==> src/design/cfwn_pkg.sv <==
`default_nettype none
package cfwn_pkg;

    typedef enum logic [2:0] {
        ST_IDLE,
        ST_MAC,
        ST_DRAIN,
        ST_NOISE,
        ST_SUM,
        ST_DONE
    } cfwn_state_t;

    typedef enum logic {
        REQ_AUDIO = 1'b0,
        REQ_COEF  = 1'b1
    } cfwn_req_t;

    localparam int CFG_IDX_W = 2;
    localparam logic [CFG_IDX_W-1:0] CFG_TAP_COUNT  = 2'd0;
    localparam logic [CFG_IDX_W-1:0] CFG_NOISE_MODE = 2'd1;
    localparam logic [CFG_IDX_W-1:0] CFG_NOISE_GAIN = 2'd2;

    localparam int SAMPLE_W    = 16;
    localparam int TAP_COUNT_W = 7;
    localparam int GAIN_W      = 23;
    localparam int COEF_IDX_W  = 6;
    localparam int NOISE_PW    = 41;  // 17-bit noise term x 24-bit signed gain
    localparam int FRAC_SHIFT  = 20;
    localparam int FILT_SHIFT  = 5;

    localparam logic [TAP_COUNT_W-1:0] TAP_COUNT_RST = 7'd1;
    localparam logic signed [SAMPLE_W-1:0] OUT_MAX = 16'sd32767;
    localparam logic signed [SAMPLE_W-1:0] OUT_MIN = -16'sd32767;

endpackage
`default_nettype wire

==> src/design/channel_fir_with_noise.sv <==
`default_nettype none
// Channel    | Direction | Handshake               | Payload
// item       | in        | item_valid / item_stall | req_type, sample_in, noise_in,
//            |           |                         | coef_index, coef_value
// result     | out       | result_valid / result_stall | channel_out
// cfg        | in        | cfg_valid / cfg_ready   | cfg_index, cfg_data
//
// Audio item: the single multiplier steps through the taps one per cycle (tap_count
// capped at MAX_TAPS), then the tap pipeline drains, then the noise multiply and the
// sum run; the result is registered at the final step, and no further item is taken
// until that step completes.
// Coefficient item: written on acceptance, with no busy state. rst_n clears control,
// pointers and valid bits; unwritten delay and coefficient entries read as zero. A
// held result only blocks the next audio item at its final step.
module channel_fir_with_noise #(
    parameter int MAX_TAPS = 64
) (
    input  wire logic                                  clk,
    input  wire logic                                  rst_n,
    input  wire logic                                  item_valid,
    output logic                                       item_stall,
    input  wire logic                                  req_type,
    input  wire logic signed [cfwn_pkg::SAMPLE_W-1:0]  sample_in,
    input  wire logic signed [cfwn_pkg::SAMPLE_W-1:0]  noise_in,
    input  wire logic [cfwn_pkg::COEF_IDX_W-1:0]       coef_index,
    input  wire logic signed [cfwn_pkg::SAMPLE_W-1:0]  coef_value,
    output logic                                       result_valid,
    input  wire logic                                  result_stall,
    output logic signed [cfwn_pkg::SAMPLE_W-1:0]       channel_out,
    input  wire logic                                  cfg_valid,
    output logic                                       cfg_ready,
    input  wire logic [cfwn_pkg::CFG_IDX_W-1:0]        cfg_index,
    input  wire logic [cfwn_pkg::GAIN_W-1:0]           cfg_data
);

    import cfwn_pkg::*;

    localparam int AW   = (MAX_TAPS > 1) ? $clog2(MAX_TAPS) : 1;
    localparam int TW   = $clog2(MAX_TAPS + 1);
    localparam int CXW  = (AW > COEF_IDX_W) ? AW : COEF_IDX_W;
    localparam int ACCW = 32 + AW;
    localparam int TOTW = (((ACCW + FILT_SHIFT) > NOISE_PW) ? (ACCW + FILT_SHIFT) : NOISE_PW) + 1;
    localparam logic [AW-1:0] LAST_ADDR = AW'(MAX_TAPS - 1);
    localparam logic [TW-1:0] FULL      = TW'(MAX_TAPS);

    cfwn_state_t state_reg, state_next;

    logic [TAP_COUNT_W-1:0] tap_count_reg;
    logic                   noise_mode_reg;
    logic [GAIN_W-1:0]      noise_gain_reg;

    logic signed [SAMPLE_W-1:0] sample_reg;
    logic signed [SAMPLE_W-1:0] noise_reg;
    logic signed [SAMPLE_W-1:0] last_noise_reg;

    logic [AW-1:0] wp_reg;
    logic [AW-1:0] rp_reg;
    logic [TW-1:0] fill_reg;
    logic [TW-1:0] j_reg;
    logic [MAX_TAPS-1:0] coef_vld_reg;

    logic rd_v_reg, dv_reg, cv_reg, prod_v_reg;
    logic signed [31:0]       prod_reg;
    logic signed [ACCW-1:0]   acc_reg;
    logic signed [NOISE_PW-1:0] nprod_reg;
    logic signed [TOTW-1:0]   total_reg;

    logic                       result_valid_reg, result_valid_next;
    logic signed [SAMPLE_W-1:0] result_reg, result_next;

    logic [TW-1:0] taps_eff;
    logic          accept, accept_audio, coef_we, issue, load_out;
    logic [CXW-1:0] cidx_x;
    logic [AW-1:0]  coef_waddr;
    logic [SAMPLE_W-1:0] dly_rdata, coef_rdata;
    logic signed [SAMPLE_W-1:0] mul_a, mul_b;
    logic signed [SAMPLE_W:0]   nterm;
    logic signed [TOTW-1:0]     biased, whole;

    assign taps_eff = (32'(tap_count_reg) > 32'(MAX_TAPS)) ? FULL : TW'(tap_count_reg);
    assign cidx_x     = CXW'(coef_index);
    assign coef_waddr = cidx_x[AW-1:0];

    // next state
    always_comb
    begin
        state_next = state_reg;
        unique case (state_reg)
            ST_IDLE:
            begin
                if (item_valid && req_type == REQ_AUDIO)
                begin
                    state_next = ST_MAC;
                end
            end
            ST_MAC:
            begin
                if (j_reg == taps_eff)
                begin
                    state_next = ST_DRAIN;
                end
            end
            ST_DRAIN:
            begin
                if (!rd_v_reg && !prod_v_reg)
                begin
                    state_next = ST_NOISE;
                end
            end
            ST_NOISE: state_next = ST_SUM;
            ST_SUM:   state_next = ST_DONE;
            ST_DONE:
            begin
                if (!result_valid_reg || !result_stall)
                begin
                    state_next = ST_IDLE;
                end
            end
            default:  state_next = ST_IDLE;
        endcase
    end

    // control outputs
    always_comb
    begin
        item_stall   = (state_reg != ST_IDLE);
        accept       = item_valid && (state_reg == ST_IDLE);
        accept_audio = accept && (req_type == REQ_AUDIO);
        coef_we      = accept && (req_type == REQ_COEF) && (32'(coef_index) < 32'(MAX_TAPS));
        issue        = (state_reg == ST_MAC) && (j_reg != taps_eff);
        load_out     = (state_reg == ST_DONE) && (!result_valid_reg || !result_stall);
    end

    assign cfg_ready = 1'b1;

    cfwn_ram #(.WIDTH(SAMPLE_W), .DEPTH(MAX_TAPS)) u_delay (
        .clk   (clk),
        .we    (state_reg == ST_SUM),
        .waddr (wp_reg),
        .wdata (sample_reg),
        .raddr (rp_reg),
        .rdata (dly_rdata)
    );

    cfwn_ram #(.WIDTH(SAMPLE_W), .DEPTH(MAX_TAPS)) u_coef (
        .clk   (clk),
        .we    (coef_we),
        .waddr (coef_waddr),
        .wdata (coef_value),
        .raddr (j_reg[AW-1:0]),
        .rdata (coef_rdata)
    );

    assign mul_a = dv_reg ? $signed(dly_rdata) : '0;
    assign mul_b = cv_reg ? $signed(coef_rdata) : '0;

    assign nterm = noise_mode_reg
                 ? ($signed({last_noise_reg[SAMPLE_W-1], last_noise_reg})
                    - $signed({noise_reg[SAMPLE_W-1], noise_reg}))
                 : $signed({noise_reg[SAMPLE_W-1], noise_reg});

    // truncate toward zero, then saturate to OUT_MIN..OUT_MAX
    always_comb
    begin
        biased = total_reg + (total_reg[TOTW-1] ? TOTW'((1 << FRAC_SHIFT) - 1) : TOTW'(0));
        whole  = biased >>> FRAC_SHIFT;
        result_next = result_reg;
        if (load_out)
        begin
            priority if (whole > TOTW'(OUT_MAX))
                result_next = OUT_MAX;
            else if (whole < TOTW'(OUT_MIN))
                result_next = OUT_MIN;
            else
                result_next = whole[SAMPLE_W-1:0];
        end
        result_valid_next = load_out ? 1'b1 : (result_valid_reg && result_stall);
    end

    always_ff @(posedge clk or negedge rst_n)
    begin
        if (!rst_n)
        begin
            state_reg        <= ST_IDLE;
            tap_count_reg    <= TAP_COUNT_RST;
            noise_mode_reg   <= 1'b0;
            noise_gain_reg   <= '0;
            last_noise_reg   <= '0;
            wp_reg           <= '0;
            rp_reg           <= '0;
            fill_reg         <= '0;
            j_reg            <= '0;
            coef_vld_reg     <= '0;
            rd_v_reg         <= 1'b0;
            prod_v_reg       <= 1'b0;
            result_valid_reg <= 1'b0;
        end
        else
        begin
            state_reg        <= state_next;
            result_valid_reg <= result_valid_next;
            rd_v_reg         <= issue;
            prod_v_reg       <= rd_v_reg;

            if (cfg_valid && cfg_ready)
            begin
                unique case (cfg_index)
                    CFG_TAP_COUNT:  tap_count_reg  <= cfg_data[TAP_COUNT_W-1:0];
                    CFG_NOISE_MODE: noise_mode_reg <= cfg_data[0];
                    CFG_NOISE_GAIN: noise_gain_reg <= cfg_data;
                    default:        ;
                endcase
            end

            if (coef_we)
            begin
                coef_vld_reg[coef_waddr] <= 1'b1;
            end

            if (accept_audio)
            begin
                j_reg  <= '0;
                rp_reg <= wp_reg;
            end
            else if (issue)
            begin
                j_reg  <= j_reg + TW'(1);
                rp_reg <= (rp_reg == LAST_ADDR) ? '0 : rp_reg + AW'(1);
            end

            if (state_reg == ST_SUM)
            begin
                wp_reg         <= (wp_reg == LAST_ADDR) ? '0 : wp_reg + AW'(1);
                last_noise_reg <= noise_reg;
                if (fill_reg != FULL)
                begin
                    fill_reg <= fill_reg + TW'(1);
                end
            end
        end
    end

    always_ff @(posedge clk)
    begin
        if (accept_audio)
        begin
            sample_reg <= sample_in;
            noise_reg  <= noise_in;
            acc_reg    <= '0;
        end
        else if (prod_v_reg)
        begin
            acc_reg <= acc_reg + ACCW'(prod_reg);
        end
        dv_reg    <= issue && (TW'(rp_reg) < fill_reg);
        cv_reg    <= issue && coef_vld_reg[j_reg[AW-1:0]];
        prod_reg  <= mul_a * mul_b;
        if (state_reg == ST_NOISE)
        begin
            nprod_reg <= nterm * $signed({1'b0, noise_gain_reg});
        end
        if (state_reg == ST_SUM)
        begin
            total_reg <= (TOTW'(acc_reg) <<< FILT_SHIFT) + TOTW'(nprod_reg);
        end
        result_reg <= result_next;
    end

    assign result_valid = result_valid_reg;
    assign channel_out  = result_reg;

`ifndef SYNTHESIS
    a_drained: assert property (@(posedge clk) disable iff (!rst_n)
        state_reg == ST_NOISE |-> !rd_v_reg && !prod_v_reg)
        else $error("tap pipeline not empty at noise step");

    a_tap_bound: assert property (@(posedge clk) disable iff (!rst_n)
        state_reg == ST_MAC |-> j_reg <= taps_eff)
        else $error("tap counter beyond tap count");

    a_fill_ptr: assert property (@(posedge clk) disable iff (!rst_n)
        fill_reg != FULL |-> TW'(wp_reg) == fill_reg)
        else $error("write pointer and fill count disagree");

    a_result_src: assert property (@(posedge clk) disable iff (!rst_n)
        $rose(result_valid_reg) |-> $past(state_reg == ST_DONE))
        else $error("result raised outside final step");

    a_saturated: assert property (@(posedge clk) disable iff (!rst_n)
        result_valid_reg |-> result_reg != -16'sd32768)
        else $error("result outside saturation range");
`endif

endmodule
`default_nettype wire

==> src/design/cfwn_ram.sv <==
`default_nettype none
module cfwn_ram #(
    parameter int WIDTH = 16,
    parameter int DEPTH = 64
) (
    input  wire logic                                       clk,
    input  wire logic                                       we,
    input  wire logic [((DEPTH > 1) ? $clog2(DEPTH) : 1)-1:0] waddr,
    input  wire logic [WIDTH-1:0]                           wdata,
    input  wire logic [((DEPTH > 1) ? $clog2(DEPTH) : 1)-1:0] raddr,
    output logic      [WIDTH-1:0]                           rdata
);

    logic [WIDTH-1:0] mem [DEPTH];

    always_ff @(posedge clk)
    begin
        if (we)
        begin
            mem[waddr] <= wdata;
        end
        rdata <= mem[raddr];
    end

endmodule
`default_nettype wire
==> config.mk <==
export PLATFORM = sky130hd
export DESIGN_NAME = channel_fir_with_noise
export DESIGN_NICKNAME = d
export VERILOG_FILES = /design/src/design/cfwn_pkg.sv /design/src/design/channel_fir_with_noise.sv /design/src/design/cfwn_ram.sv
export SDC_FILE = /design/constraint.sdc
export NUM_CORES = 2
export LEC_CHECK = 0
export ABC_AREA = 1
export BUFFER_PORTS_ARGS = -buffer_cell sky130_fd_sc_hd__buf_2
export CORE_MARGIN = 5
export CORE_UTILIZATION = 59
export DETAILED_ROUTE_END_ITERATION = 12
export MAX_ROUTING_LAYER = met4
export PLACE_DENSITY_LB_ADDON = 0.08
export SLEW_MARGIN = 25
export SYNTH_ARGS = -nofsm -noshare
export SYNTH_HDL_FRONTEND = slang
export SYNTH_SLANG_ARGS = --single-unit
==> constraint.sdc <==
create_clock -name clk -period 9.27 [get_ports clk]
set_input_delay 0 -clock clk [delete_from_list [all_inputs] [get_ports clk]]
set_output_delay 0 -clock clk [all_outputs]
set_load 0.05 [all_outputs]
==> PnR_summary.wiki <==
{| class="wikitable"
! Metric !! Value
|-
| Most frequent cell after synthesis || sky130_fd_sc_hd__edfxtp_1
|-
| Outcome || completed
|-
| Final standard cell utilization of the core || 0.658
|-
| Type of origin of the critical path || flip-flop
|-
| Worst reg-to-reg setup slack || 0.99 ns
|-
| Count of routing violations after the opening detailed-route iteration || 10300
|-
| Total Neg Setup Slack || 0 ns
|-
| Chip width || 467 um
|-
| Vert. Die Dim || 467 um
|-
| Initial Util || 0.593
|-
| Antenna violations before repair || 9
|-
| Post-CTS setup buffer count || 0
|-
| First-pass GRT wire length || 540000 um
|-
| Flop and latch count out of synthesis || 2428
|-
| Longest Clk Path Bufs || 3
|-
| Largest net degree at the start of global routing || 201
|-
| Gp weighted congestion || 0.975
|-
| Synth area leader || sky130_fd_sc_hd__edfxtp_1
|-
| Setup Crit Path Kind || reg2reg
|-
| Finish-stage setup viols || 0
|-
| Share of the clock period used by the worst path after layout || 0.893
|-
| WL final || 359000 um
|-
| Clk pin slew, worst setup/hold paths || 0.06 ns
|-
| Clk_lat worst skew || 0.91 ns
|-
| Half-perimeter wire length after detailed placement || 229000 um
|-
| Register area share after synthesis || 0.579
|-
| Finished layout cell area || 136000 sq um
|-
| Maximum clock frequency || 121 MHz
|-
| Core Rows || 167
|-
| DRC violation count after routing || 0
|-
| Placeable Area || 207000 sq um
|-
| Synthesized Nets || 12200
|-
| Reg area || 71200 sq um
|-
| Ranking of synthesized cells by instance count || sky130_fd_sc_hd__edfxtp_1, sky130_fd_sc_hd__nor2_1, sky130_fd_sc_hd__o21ai_0
|-
| Congestion Overflow GR || 0
|-
| Nets || 12400
|-
| Data arrival, critical path || 8.84 ns
|-
| YS warnings || 0
|-
| Total GRT Usage || 0.339
|-
| Final worst path period need || 8.28 ns
|-
| Final slew viol count || 0
|-
| Clock tree from TritonCTS || yes
|-
| Number of distinct library cells after synthesis || 57
|-
| Total CTS buffers || 236
|-
| # H-tree levels || 4
|-
| Primary flip-flop cell chosen by synthesis mapping || sky130_fd_sc_hd__edfxtp_1
|-
| Max Cap Violations || 0
|-
| RSZ-0062 raised after global routing || false
|-
| Leading cell types by total area after synthesis || sky130_fd_sc_hd__edfxtp_1, sky130_fd_sc_hd__fa_1, sky130_fd_sc_hd__nor2_1, sky130_fd_sc_hd__o21ai_0, sky130_fd_sc_hd__inv_1
|-
| Number of enable-type register cells in the synthesized netlist || 2181
|-
| Actual transition at the worst max-transition pin || 1.18 ns
|-
| Post-route clock skew || 0.104 ns
|-
| Area share of the largest cell type after synthesis || 0.533
|-
| Number of global-route vias before repair || 85700
|-
| Area growth syn-to-layout || 10.8%
|-
| Capturing element type of the critical path || flip-flop
|-
| Instance count of the mapped netlist || 11200
|-
| Count of buffers from port buffering || 102
|-
| Cell with the largest stage delay on the worst path || sky130_fd_sc_hd__nand3_1
|-
| Mean Syn Cell Area || 10.9 sq um
|-
| Wire per inst || 25.0 um
|-
| Count of vias placed by the detailed router || 87300
|-
| Largest incremental delay on the critical path || 0.70 ns
|-
| Path category of the worst min-delay check || in2reg
|-
| Proportion of register bits with asynchronous set or reset after synthesis || 0.0589
|-
| Buffer type at the clock tree root || sky130_fd_sc_hd__clkbuf_16
|-
| Data required time at the worst endpoint || 9.83 ns
|-
| Die area || 218000 sq um
|-
| Worst-path fanout max || 17
|-
| # clock sinks || 2428
|-
| Syn Std Cell Area || 123000 sq um
|-
| Final count of hold timing violations || 0
|-
| Ratio of cells with drive above 1 in the final layout || 0.0672
|-
| Remaining antenna violation count || 0
|-
| Fillcell total || 16000
|-
| Number of search-and-repair iterations in the first detailed-routing pass || 6
|-
| Area of the multi-input gates || 45100 sq um
|-
| Number of vias per cell after detailed routing || 6.07
|-
| I/O Pins || 104
|-
| Post-detailed-placement cell area || 127000 sq um
|-
| Relative slew slack || 0.212
|}
==> cells by family (layout without fill, tap and decap cells) <==
logic type | count (synthesis) | after routing | synth area share
buffers and inverters | 1778 | 2141 | 0.0550
adders and majority gates | 921 | 921 | 0.129
DFF | 2428 | 2428 | 0.579
xor gates and xnor gates | 157 | 157 | 0.0112
AOI/OAI and AO/OA | 2430 | 2430 | 0.112
other | 1 | 9 | 0.0000305
and+or+nand+nor | 3520 | 3520 | 0.114
==> through the flow <==
| step | worst slack, ns | hold slack, ns | instances |
|---|---|---|---|
| floorplan | 2.17 | -0.296 | 11200 |
| global placement | 1.19 | 0.135 | 13800 |
| detailed placement | 1.13 | 0.139 | 13800 |
| CTS | 1.11 | 0.0193 | 14400 |
| global route | 0.468 | 0.0422 | 14400 |
| finish | 0.993 | 0.0819 | 14400 |
==> cell usage in the layout, fill, tap and decap left out, types with 34 or more instances in the layout <==
| cell | n |
|---|---|
| sky130_fd_sc_hd__a21oi_1 | 256 |
| sky130_fd_sc_hd__a31oi_1 | 42 |
| sky130_fd_sc_hd__buf_2 | 101 |
| sky130_fd_sc_hd__buf_4 | 219 |
| sky130_fd_sc_hd__clkbuf_1 | 55 |
| sky130_fd_sc_hd__clkbuf_16 | 236 |
| sky130_fd_sc_hd__clkinv_1 | 55 |
| sky130_fd_sc_hd__clkinv_2 | 34 |
| sky130_fd_sc_hd__dfrtp_1 | 134 |
| sky130_fd_sc_hd__dfxtp_1 | 104 |
| sky130_fd_sc_hd__dlygate4sd3_1 | 164 |
| sky130_fd_sc_hd__edfxtp_1 | 2181 |
| sky130_fd_sc_hd__fa_1 | 580 |
| sky130_fd_sc_hd__ha_1 | 341 |
| sky130_fd_sc_hd__inv_1 | 1177 |
| sky130_fd_sc_hd__nand2_1 | 1101 |
| sky130_fd_sc_hd__nand3_1 | 323 |
| sky130_fd_sc_hd__nand4_1 | 55 |
| sky130_fd_sc_hd__nor2_1 | 1909 |
| sky130_fd_sc_hd__nor3_1 | 36 |
| sky130_fd_sc_hd__o211ai_1 | 53 |
| sky130_fd_sc_hd__o21ai_0 | 1375 |
| sky130_fd_sc_hd__o221ai_1 | 142 |
| sky130_fd_sc_hd__o22ai_1 | 433 |
| sky130_fd_sc_hd__or2_2 | 37 |
| sky130_fd_sc_hd__xnor2_1 | 52 |
| sky130_fd_sc_hd__xor2_1 | 104 |
==> critical path, delay by kind of cell, from the launching register on <==
kind,cells,cell delay [ns]
XOR/XNOR,1,0.06
flip-flops,1,0.42
AO/OA/AOI/OAI,1,0.18
adder cells (fa/ha/maj),9,4.11
AND/OR/NAND/NOR,13,2.44
buffers and inverters,6,0.80
==> repair_timing <==
action	4_1_cts	5_1_grt
gates resized for setup	0	0
hold buffers	165	0
endpoints found under the setup margin	0	0
endpoints found under the hold margin	1215	0
==> routing by layer <==
layer / vias to the layer above / share of wire / track usage
met4: 0 / 0.040 / 0.116
met2: 4200 / 0.46 / 0.511
met5: - / 0 / -
li1: 39000 / - / -
met1: 43400 / 0.41 / 0.473
met3: 723 / 0.092 / 0.0565
==> path summary, 6_finish.rpt <==
path	from	endpoint	depth (start not counted)
max reg2reg	noise_reg[0]	nprod_reg[39]	30
max in group asynchronous	rst_n	j_reg[0]	4
max	noise_reg[0]	nprod_reg[39]	30
min	noise_in[4]	noise_reg[4]	2
min in group asynchronous	rst_n	tap_count_reg[0]	3
min reg2reg	coef_vld_reg[32]	coef_vld_reg[32]	2
==> final cells by class <==
cell class / count / area share
sequential: 2428 / 0.522
multi-input combinational: 7029 / 0.331
clock buffer: 309 / 0.0467
inverter: 1200 / 0.0333
timing repair buffer: 498 / 0.0298
tap: 2788 / 0.0256
clock inverter: 134 / 0.0113
antenna: 8 / 0.000147
Power is not shown: default switching activity piles up to over one toggle a cycle in this logic, so the estimate is an artifact.
